## config.mk

```make
export PLATFORM = sky130hd
export DESIGN_NAME = md5_hash_engine_core_flat
export DESIGN_NICKNAME = d
export VERILOG_FILES = /design/src/hw/rtl/md5_pkg.sv /design/src/hw/rtl/md5_if.sv /design/src/hw/rtl/md5_ram.sv /design/src/hw/rtl/md5_hash_engine_core.sv /design/src/flat_wrapper.sv
export SDC_FILE = /design/constraint.sdc
export NUM_CORES = 2
export LEC_CHECK = 0
export BUFFER_PORTS_ARGS = -buffer_cell sky130_fd_sc_hd__buf_2
export CORE_MARGIN = 8
export CORE_UTILIZATION = 30
export DETAILED_ROUTE_END_ITERATION = 10
export PLACE_DENSITY = 0.53
export REMOVE_ABC_BUFFERS = 1
export SKIP_CTS_REPAIR_TIMING = 1
export SYNTH_ARGS = -nofsm -noshare
export SYNTH_HDL_FRONTEND = slang
export SYNTH_SLANG_ARGS = --single-unit
```

## constraint.sdc

```tcl
create_clock -name clk_i -period 14.59 [get_ports clk_i]
set_input_delay 2.918 -clock clk_i [delete_from_list [all_inputs] [get_ports clk_i]]
set_output_delay 2.918 -clock clk_i [all_outputs]
set_load 0.03 [all_outputs]
```

## src/hw/rtl/md5_pkg.sv

```systemverilog
// Package for the MD5 hash engine: state encoding, initial chaining values,
// round constant and shift tables, and the message word schedule.
// No dependencies.
package md5_pkg;

  // Sequencer states of the engine.
  typedef enum logic [2:0] {
    ST_IDLE,
    ST_PAD,
    ST_LOAD,
    ST_ROUND,
    ST_FINAL,
    ST_OUT
  } md5_state_e;

  // Initial chaining values.
  localparam logic [31:0] IV_A = 32'h67452301;
  localparam logic [31:0] IV_B = 32'hefcdab89;
  localparam logic [31:0] IV_C = 32'h98badcfe;
  localparam logic [31:0] IV_D = 32'h10325476;

  // Padding marker byte and the byte position where the length field starts.
  localparam logic [7:0] PAD_MARKER = 8'h80;
  localparam logic [5:0] LENGTH_POS = 6'd56;

  // Message block geometry.
  localparam int unsigned BLOCK_WORDS = 16;
  localparam logic [5:0]  LAST_BYTE_POS = 6'd63;
  localparam logic [5:0]  LAST_ROUND = 6'd63;

  // Sine-derived additive constants, one per round.
  localparam logic [31:0] SINE_ROM [64] = '{
    32'hd76aa478, 32'he8c7b756, 32'h242070db, 32'hc1bdceee,
    32'hf57c0faf, 32'h4787c62a, 32'ha8304613, 32'hfd469501,
    32'h698098d8, 32'h8b44f7af, 32'hffff5bb1, 32'h895cd7be,
    32'h6b901122, 32'hfd987193, 32'ha679438e, 32'h49b40821,
    32'hf61e2562, 32'hc040b340, 32'h265e5a51, 32'he9b6c7aa,
    32'hd62f105d, 32'h02441453, 32'hd8a1e681, 32'he7d3fbc8,
    32'h21e1cde6, 32'hc33707d6, 32'hf4d50d87, 32'h455a14ed,
    32'ha9e3e905, 32'hfcefa3f8, 32'h676f02d9, 32'h8d2a4c8a,
    32'hfffa3942, 32'h8771f681, 32'h6d9d6122, 32'hfde5380c,
    32'ha4beea44, 32'h4bdecfa9, 32'hf6bb4b60, 32'hbebfbc70,
    32'h289b7ec6, 32'heaa127fa, 32'hd4ef3085, 32'h04881d05,
    32'hd9d4d039, 32'he6db99e5, 32'h1fa27cf8, 32'hc4ac5665,
    32'hf4292244, 32'h432aff97, 32'hab9423a7, 32'hfc93a039,
    32'h655b59c3, 32'h8f0ccc92, 32'hffeff47d, 32'h85845dd1,
    32'h6fa87e4f, 32'hfe2ce6e0, 32'ha3014314, 32'h4e0811a1,
    32'hf7537e82, 32'hbd3af235, 32'h2ad7d2bb, 32'heb86d391
  };

  // Left-rotate amounts, indexed by {round group, round mod 4}.
  localparam logic [4:0] SHIFT_ROM [16] = '{
    5'd7, 5'd12, 5'd17, 5'd22, 5'd5, 5'd9, 5'd14, 5'd20,
    5'd4, 5'd11, 5'd16, 5'd23, 5'd6, 5'd10, 5'd15, 5'd21
  };

  // Message word used by a given round.
  function automatic logic [3:0] msg_index(input logic [5:0] round);
    logic [3:0] r;
    logic [7:0] p;
    r = round[3:0];
    p = 8'd0;
    unique case (round[5:4])
      2'd0: p = {4'd0, r};
      2'd1: p = 8'(r * 4'd5) + 8'd1;
      2'd2: p = 8'(r * 4'd3) + 8'd5;
      default: p = 8'(r * 4'd7);
    endcase
    return p[3:0];
  endfunction

  // Rotate a word left by a nonzero amount below 32.
  function automatic logic [31:0] rotl32(input logic [31:0] x, input logic [4:0] s);
    logic [63:0] w;
    w = {x, x} << s;
    return w[63:32];
  endfunction

endpackage

```

## src/hw/rtl/md5_if.sv

```systemverilog
// Valid/ready channel interfaces of the MD5 hash engine.
// One interface for message bytes and one for digest words; no dependencies.
interface md5_in_if;
  logic       valid;
  logic       ready;
  logic [7:0] data_byte;
  logic       is_last;
  logic       is_empty;

  modport source (output valid, output data_byte, output is_last, output is_empty,
                  input ready);
  modport sink (input valid, input data_byte, input is_last, input is_empty,
                output ready);
endinterface

interface md5_out_if;
  logic        valid;
  logic        ready;
  logic [31:0] digest_word;
  logic [1:0]  word_index;
  logic        last_word;

  modport source (output valid, output digest_word, output word_index, output last_word,
                  input ready);
  modport sink (input valid, input digest_word, input word_index, input last_word,
                output ready);
endinterface

```

## src/hw/rtl/md5_ram.sv

```systemverilog
// Generic single-write, single-read RAM with a registered read port.
// No dependencies.
module md5_ram #(
  parameter int unsigned Width = 32,
  parameter int unsigned Depth = 16
) (
  input  logic                     clk_i,
  input  logic                     we_i,
  input  logic [$clog2(Depth)-1:0] waddr_i,
  input  logic [Width-1:0]         wdata_i,
  input  logic [$clog2(Depth)-1:0] raddr_i,
  output logic [Width-1:0]         rdata_o
);

  logic [Width-1:0] mem_q [Depth];
  logic [Width-1:0] rdata_q;

  // Write port and registered read port.
  always_ff @(posedge clk_i) begin
    if (we_i) begin
      mem_q[waddr_i] <= wdata_i;
    end
    rdata_q <= mem_q[raddr_i];
  end

  assign rdata_o = rdata_q;

endmodule

```

## src/hw/rtl/md5_hash_engine_core.sv

```systemverilog
// MD5 digest engine: byte intake, padding, one-round-per-cycle compression.
// Depends on md5_pkg, the interfaces in md5_if.sv and md5_ram.
//
// Usage: message bytes arrive on in_i, one per transfer, in order. A transfer
// with is_last set closes the message; is_empty set means the transfer carries
// no byte (an empty transfer without is_last is simply dropped).
// After the close, four digest words leave on out_o, word_index 0 to 3, with
// last_word set on the fourth. The digest bytes are each word little-endian.
// Timing: the 64th byte of a block starts a compression (a read prefetch, 64
// rounds through the shared round adder, a chaining update), and no byte is
// taken until it ends. Closing feeds the padding and length bytes one per
// cycle through the same byte path, then one or two compressions, then the
// four digest words. The block is busy (ready low) throughout.
// Reset: chaining words return to the initial values, the byte count and bit
// length clear; the block buffer RAM is not cleared and needs no sweep.
// Stall: while the receiver holds ready low a digest word stays on out_o
// unchanged; after the fourth transfer the engine reinitializes and takes a new
// message on the next cycle.
module md5_hash_engine_core (
  input  logic      clk_i,
  input  logic      rst_ni,
  md5_in_if.sink    in_i,
  md5_out_if.source out_o
);
  import md5_pkg::*;

  localparam int unsigned AddrW = $clog2(BLOCK_WORDS);

  md5_state_e  state_q, state_d;
  logic [5:0]  fill_q, fill_d;
  logic [5:0]  round_q, round_d;
  logic [1:0]  idx_q, idx_d;
  logic [63:0] bitlen_q, bitlen_d;
  logic [31:0] chain_q [4];
  logic [31:0] chain_d [4];
  logic [31:0] a_q, b_q, c_q, d_q;
  logic [31:0] a_d, b_d, c_d, d_d;
  logic [23:0] acc_q, acc_d;
  logic        pad_q, pad_d;
  logic        marker_q, marker_d;
  logic        len_ok_q, len_ok_d;
  logic        final_q, final_d;

  // Byte path into the block buffer.
  logic             wr_en;
  logic [7:0]       wr_byte;
  logic [31:0]      ram_wdata;
  logic             ram_we;
  logic [AddrW-1:0] ram_raddr;
  logic [31:0]      ram_rdata;

  // Round datapath.
  logic [31:0] f_val;
  logic [31:0] round_sum;
  logic [31:0] b_new;
  logic [7:0]  pad_byte;

  assign ram_wdata = {wr_byte, acc_q};
  assign ram_we    = wr_en && (fill_q[1:0] == 2'd3);

  md5_ram #(
    .Width(32),
    .Depth(BLOCK_WORDS)
  ) u_block_ram (
    .clk_i  (clk_i),
    .we_i   (ram_we),
    .waddr_i(fill_q[5:2]),
    .wdata_i(ram_wdata),
    .raddr_i(ram_raddr),
    .rdata_o(ram_rdata)
  );

  // Padding byte: marker first, then zeros, and the length in the final block.
  always_comb begin
    pad_byte = 8'h00;
    if (!marker_q) begin
      pad_byte = PAD_MARKER;
    end else if (len_ok_q && (fill_q >= LENGTH_POS)) begin
      pad_byte = bitlen_q[{fill_q[2:0], 3'b000} +: 8];
    end
  end

  // One MD5 round on the working registers.
  always_comb begin
    unique case (round_q[5:4])
      2'd0: f_val = (b_q & c_q) | (~b_q & d_q);
      2'd1: f_val = (d_q & b_q) | (~d_q & c_q);
      2'd2: f_val = b_q ^ c_q ^ d_q;
      default: f_val = c_q ^ (b_q | ~d_q);
    endcase
    round_sum = a_q + f_val + SINE_ROM[round_q] + ram_rdata;
    b_new     = b_q + rotl32(round_sum, SHIFT_ROM[{round_q[5:4], round_q[1:0]}]);
  end

  // Sequencer: next state, register updates and channel outputs.
  always_comb begin
    state_d   = state_q;
    fill_d    = fill_q;
    round_d   = round_q;
    idx_d     = idx_q;
    bitlen_d  = bitlen_q;
    chain_d   = chain_q;
    a_d       = a_q;
    b_d       = b_q;
    c_d       = c_q;
    d_d       = d_q;
    acc_d     = acc_q;
    pad_d     = pad_q;
    marker_d  = marker_q;
    len_ok_d  = len_ok_q;
    final_d   = final_q;
    wr_en     = 1'b0;
    wr_byte   = in_i.data_byte;
    ram_raddr = '0;
    in_i.ready  = 1'b0;
    out_o.valid = 1'b0;

    unique case (state_q)
      ST_IDLE: begin
        // Ready is high here, so a valid input is a transfer.
        in_i.ready = 1'b1;
        if (in_i.valid) begin
          if (!in_i.is_empty) begin
            wr_en    = 1'b1;
            bitlen_d = bitlen_q + 64'd8;
          end
          final_d = 1'b0;
          if (!in_i.is_empty && (fill_q == LAST_BYTE_POS)) begin
            pad_d   = in_i.is_last;
            state_d = ST_LOAD;
          end else if (in_i.is_last) begin
            pad_d    = 1'b1;
            marker_d = 1'b0;
            state_d  = ST_PAD;
          end
        end
      end

      ST_PAD: begin
        wr_en    = 1'b1;
        wr_byte  = pad_byte;
        marker_d = 1'b1;
        if (!marker_q) begin
          len_ok_d = (fill_q < LENGTH_POS);
        end
        if (fill_q == LAST_BYTE_POS) begin
          final_d = marker_q && len_ok_q;
          state_d = ST_LOAD;
        end
      end

      ST_LOAD: begin
        // Prefetch the first message word and load the working registers.
        ram_raddr = msg_index(6'd0);
        a_d       = chain_q[0];
        b_d       = chain_q[1];
        c_d       = chain_q[2];
        d_d       = chain_q[3];
        round_d   = '0;
        state_d   = ST_ROUND;
      end

      ST_ROUND: begin
        ram_raddr = msg_index(round_q + 6'd1);
        a_d       = d_q;
        b_d       = b_new;
        c_d       = b_q;
        d_d       = c_q;
        round_d   = round_q + 6'd1;
        if (round_q == LAST_ROUND) begin
          state_d = ST_FINAL;
        end
      end

      ST_FINAL: begin
        chain_d[0] = chain_q[0] + a_q;
        chain_d[1] = chain_q[1] + b_q;
        chain_d[2] = chain_q[2] + c_q;
        chain_d[3] = chain_q[3] + d_q;
        if (final_q) begin
          idx_d   = '0;
          state_d = ST_OUT;
        end else if (pad_q) begin
          len_ok_d = 1'b1;
          state_d  = ST_PAD;
        end else begin
          state_d = ST_IDLE;
        end
      end

      ST_OUT: begin
        out_o.valid = 1'b1;
        if (out_o.ready) begin
          idx_d = idx_q + 2'd1;
          if (idx_q == 2'd3) begin
            chain_d[0] = IV_A;
            chain_d[1] = IV_B;
            chain_d[2] = IV_C;
            chain_d[3] = IV_D;
            bitlen_d   = '0;
            fill_d     = '0;
            pad_d      = 1'b0;
            marker_d   = 1'b0;
            len_ok_d   = 1'b0;
            final_d    = 1'b0;
            state_d    = ST_IDLE;
          end
        end
      end

      default: state_d = ST_IDLE;
    endcase

    // A written byte shifts into the word assembler and advances the count.
    if (wr_en) begin
      acc_d  = {wr_byte, acc_q[23:8]};
      fill_d = fill_q + 6'd1;
    end
  end

  assign out_o.digest_word = chain_q[idx_q];
  assign out_o.word_index  = idx_q;
  assign out_o.last_word   = (idx_q == 2'd3);

  // Control state and chaining registers.
  always_ff @(posedge clk_i or negedge rst_ni) begin
    if (!rst_ni) begin
      state_q    <= ST_IDLE;
      fill_q     <= '0;
      round_q    <= '0;
      idx_q      <= '0;
      bitlen_q   <= '0;
      chain_q[0] <= IV_A;
      chain_q[1] <= IV_B;
      chain_q[2] <= IV_C;
      chain_q[3] <= IV_D;
      pad_q      <= 1'b0;
      marker_q   <= 1'b0;
      len_ok_q   <= 1'b0;
      final_q    <= 1'b0;
    end else begin
      state_q  <= state_d;
      fill_q   <= fill_d;
      round_q  <= round_d;
      idx_q    <= idx_d;
      bitlen_q <= bitlen_d;
      chain_q  <= chain_d;
      pad_q    <= pad_d;
      marker_q <= marker_d;
      len_ok_q <= len_ok_d;
      final_q  <= final_d;
    end
  end

  // Working registers and byte assembler carry payload only.
  always_ff @(posedge clk_i) begin
    a_q   <= a_d;
    b_q   <= b_d;
    c_q   <= c_d;
    d_q   <= d_d;
    acc_q <= acc_d;
  end

endmodule

```

## src/flat_wrapper.sv

```systemverilog
// flat-port wrapper written by rule: the top's interface ports become plain ports
module md5_hash_engine_core_flat import md5_pkg::*;
  (clk_i, rst_ni, in_i_valid, in_i_data_byte, in_i_is_last, in_i_is_empty, in_i_ready, out_o_valid, out_o_digest_word, out_o_word_index, out_o_last_word, out_o_ready);
  md5_in_if in_i_i ();
  md5_out_if out_o_i ();
  input  logic clk_i;
  input  logic rst_ni;
  input wire logic [$bits(in_i_i.valid)-1:0] in_i_valid;
  input wire logic [$bits(in_i_i.data_byte)-1:0] in_i_data_byte;
  input wire logic [$bits(in_i_i.is_last)-1:0] in_i_is_last;
  input wire logic [$bits(in_i_i.is_empty)-1:0] in_i_is_empty;
  output wire logic [$bits(in_i_i.ready)-1:0] in_i_ready;
  output wire logic [$bits(out_o_i.valid)-1:0] out_o_valid;
  output wire logic [$bits(out_o_i.digest_word)-1:0] out_o_digest_word;
  output wire logic [$bits(out_o_i.word_index)-1:0] out_o_word_index;
  output wire logic [$bits(out_o_i.last_word)-1:0] out_o_last_word;
  input wire logic [$bits(out_o_i.ready)-1:0] out_o_ready;
  assign in_i_i.valid = in_i_valid;
  assign in_i_i.data_byte = in_i_data_byte;
  assign in_i_i.is_last = in_i_is_last;
  assign in_i_i.is_empty = in_i_is_empty;
  assign in_i_ready = in_i_i.ready;
  assign out_o_valid = out_o_i.valid;
  assign out_o_digest_word = out_o_i.digest_word;
  assign out_o_word_index = out_o_i.word_index;
  assign out_o_last_word = out_o_i.last_word;
  assign out_o_i.ready = out_o_ready;
  md5_hash_engine_core u_core (.clk_i(clk_i), .rst_ni(rst_ni), .in_i(in_i_i), .out_o(out_o_i));
endmodule
```

==> flow_summary_export.csv <==
group,metric,value,unit
die,initial_core_util,30.3,%
setup_path,cp_num_buf_inv,5,
global_route,grtUsageTotal,18.7,%
die,core_region_area,0.183,sq mm
clock_network,cts_tree,"yes",
synthesis,synth_fa_ha_area_share,7.90,%
timing,period_share,75.8,%
final_layout,antenna_cells,0,
setup_path,critical_path.top_delay_family,"compound AO/OA/AOI/OAI gates",
timing,clock.fmax,90.4,MHz
synthesis,synth-xor-area-share,3.78,%
routing,wl_met1,84500,microns
setup_path,ff2ff_setup_slack,3.53,ns
timing,hold_viol_final,0,
routing,top_layer,"met5",
setup_path,cp_slowest_cell,"a2111oi_1",
setup_path,crit_path_max_fanout,28,
die,die_x,446,microns
global_route,grt_max_degree,161,
clock_network,path_clk_slew,0.06,ns
timing,setup_tns,0,ns
clock_network,cts_inserted_buffers,101,
timing,post-route-min-period,11.06,ns
synthesis,yosys_register_bits,906,
global_route,antenna_found_initial,5,
routing,wl,194000,microns
synthesis,synth_top_area_share,36.0,%
routing,wl_met3,10600,microns
routing,firstDrtPassIters,8,
synthesis,synth.largest_area_cell,"edfxtp_1",
timing,finClkSkew,0.0937,ns
routing,drc,0,
timing,hold_ws,0.506,ns
timing,report.final.slew_viol_count,0,
die,fp.dieH,446,microns
clock_network,clock_latency,0.75,ns
global_route,overflow,0,
clock_network,htreeDepth,3,
final_layout,final_nets,5820,
clock_network,cts-root-buf,"clkbuf_16",
timing,tightest_slew,1.37,ns
min_path,hold_class,"flop to flop",
placement,io_buffers,50,
setup_path,cp_common_cell,"o21ai_0",
setup_path,worstSetupPathType,"flop to flop",
setup_path,arrival,11.51,ns
routing,ant_nets,0,
synthesis,synthMuxAreaShare,3.59,%
die,die_area,0.199,sq mm
placement,gp_congestion,0.947,
clock_network,cts_num_sinks,906,
setup_path,cp-end-kind,"flop",
synthesis,syn_avg_cell_area,9.86,sq um
final_layout,areaGrowthSynthToFinish,11.4,%
placement,place_hpwl,128000,microns
synthesis,netlist_instances,5625,
die,io_pins,51,
synthesis,synth_compound_area_share,19.2,%
timing,setup_viol,0,
clock_network,clockBufferDepth,3,
global_route,grt_pass1_vias,42100,
routing,vias,44000,
placement,place_area,0.0585,sq mm
synthesis,netlist-cell-type-count,99,
final_layout,finalInstanceArea,0.0618,sq mm
setup_path,critPathRequiredTime,15.04,ns
final_layout,nFillCells,18500,
synthesis,ys_warn_count,0,
synthesis,synthTopCellsByArea,"edfxtp_1 (36%), dfrtp_1 (6.6%), nand2_1 (5.7%), ha_1 (4.9%), a21oi_1 (3.4%)",
final_layout,drive_gt1_share,9.40,%
synthesis,seq_area_frac_synth,46.7,%
outcome,status,"finished, final reports clean",
global_route,grt_pass1_wl,285000,microns
synthesis,synth_edf_count,664,
die,rows,157,
job,maxCapViolCount,0,
synthesis,synth_top_family_by_area,"compound AO/OA/AOI/OAI gates",
synthesis,synthesis.area,0.0554,sq mm
synthesis,async_reset_ff_share,23.2,%
synthesis,synthSimpleGateAreaFrac,14.6,%
timing,rsz0062_at_grt,"no",
synthesis,synthFlopType,"edfxtp_1",
setup_path,critPathMaxStageDelay,1.16,ns
timing,slew_headroom,8.56,%
setup_path,crit_path_start_kind,"flop",
routing,wl_met2,89500,microns
routing,dr.first_iter.drc_count,4003,
routing,wire_per_inst,24.0,microns
routing,via_per_inst,5.45,
final_layout,post-route-util,33.7,%
==> per-stage QoR <==
step	cells	worst slack, ns
finish	8071	3.53
global route	8071	2.65
CTS	8071	3.58
detailed placement	7881	3.62
global placement	7881	3.67
floorplan	5278	-0.394
==> layer usage <==
metal | vias to the layer above | GRT usage (%)
met5 | - | 0
met3 | 313 | 2.58
met2 | 1347 | 30.5
li1 | 20500 | -
met4 | 2 | 7.68
met1 | 21800 | 25.0
==> layout make-up <==
cell class,count,area (sq um),area share (%)
Multi-Input combinational cell,4106,27500,44.5
Clock buffer,144,2780,4.50
Tap cell,2464,3080,4.99
Timing Repair Buffer,139,978,1.58
Clock inverter,46,529,0.857
Sequential cell,906,25900,42.0
Inverter,266,1000,1.62
==> cells in the mapped netlist (all sizes together) (24+ instances only) <==
cell,n
a211oi,219
and3,50
nand2,839
o21a,41
xnor2,104
o21ai,351
mux4,52
nand4,36
a21oi,376
and2,146
fa,67
xor2,135
ha,219
nor3,89
o31ai,28
or3,26
nand2b,38
a21o,78
a31oi,177
nand3,140
maj3,30
o221a,29
a311oi,82
nor2,335
dfstp,64
dfrtp,146
mux2i,58
clkbuf,281
o211ai,30
dfxtp,32
buf,66
nor2b,24
inv,264
edfxtp,664
==> final timing paths <==
path	from	endpoint	depth (start not counted)
setup / recovery	u_core.round_q[0]	u_core.b_q[31]	37
hold / removal	u_core.chain_q[125]	u_core.chain_q[125]	2
setup reg to reg	u_core.round_q[0]	u_core.b_q[31]	37
hold reg to reg	u_core.chain_q[125]	u_core.chain_q[125]	2
max in group asynchronous	rst_ni	u_core.out_o.word_index[0]	4
min in group asynchronous	rst_ni	u_core.chain_q[66]	1
==> registers in the layout, indices dropped and copies added, names as in the netlist <==
register	flops
u_core.pad_q	1
u_core.u_block_ram.mem_q	512
u_core.acc_q	24
u_core.round_q	6
u_core.a_q	32
u_core.fill_q	6
u_core.marker_q	1
u_core.b_q	32
u_core.d_q	32
u_core.u_block_ram.rdata_o	32
u_core.chain_q	128
u_core.out_o.word_index	2
u_core.final_q	1
u_core.len_ok_q	1
u_core.bitlen_q	61
u_core.state_q	3
u_core.c_q	32
==> cells by family after synthesis <==
group / after synthesis
and+or+nand+nor: 1795
AOI/OAI and AO/OA: 1625
DFF: 906
buffers and inverters: 613
adders and majority gates: 316
xor gates and xnor gates: 239
muxes: 131
==> cell usage in the layout (no fill, tap or decap), drive strengths merged, types with 36 or more instances in the layout <==
master  Yosys  routed
xor2      135     135
dfstp      64      64
nor2      335     335
dfrtp     146     146
a21o       78      78
a311oi     82      82
and3       50      50
and2      146     146
mux4       52      52
o21a       41      41
buf        66     139
edfxtp    664     664
nor3       89      89
clkinv      2      37
ha        219     219
a31oi     177     177
a21oi     376     376
nand2     839     839
o21ai     351     351
fa         67      67
inv       264     268
a211oi    219     219
mux2i      58      58
nand4      36      36
xnor2     104     104
nand2b     38      38
clkbuf    281     144
nand3     140     140
==> worst min-delay path, stage by stage, from the launching register on <==
cell and delay [ns]:
dfstp_2 0.38, inv_1 0.06, a21oi_1 0.06
Power is left out: the tool's default activity adds up to more than one toggle a clock period on the data nets, which glitch-free logic cannot reach.
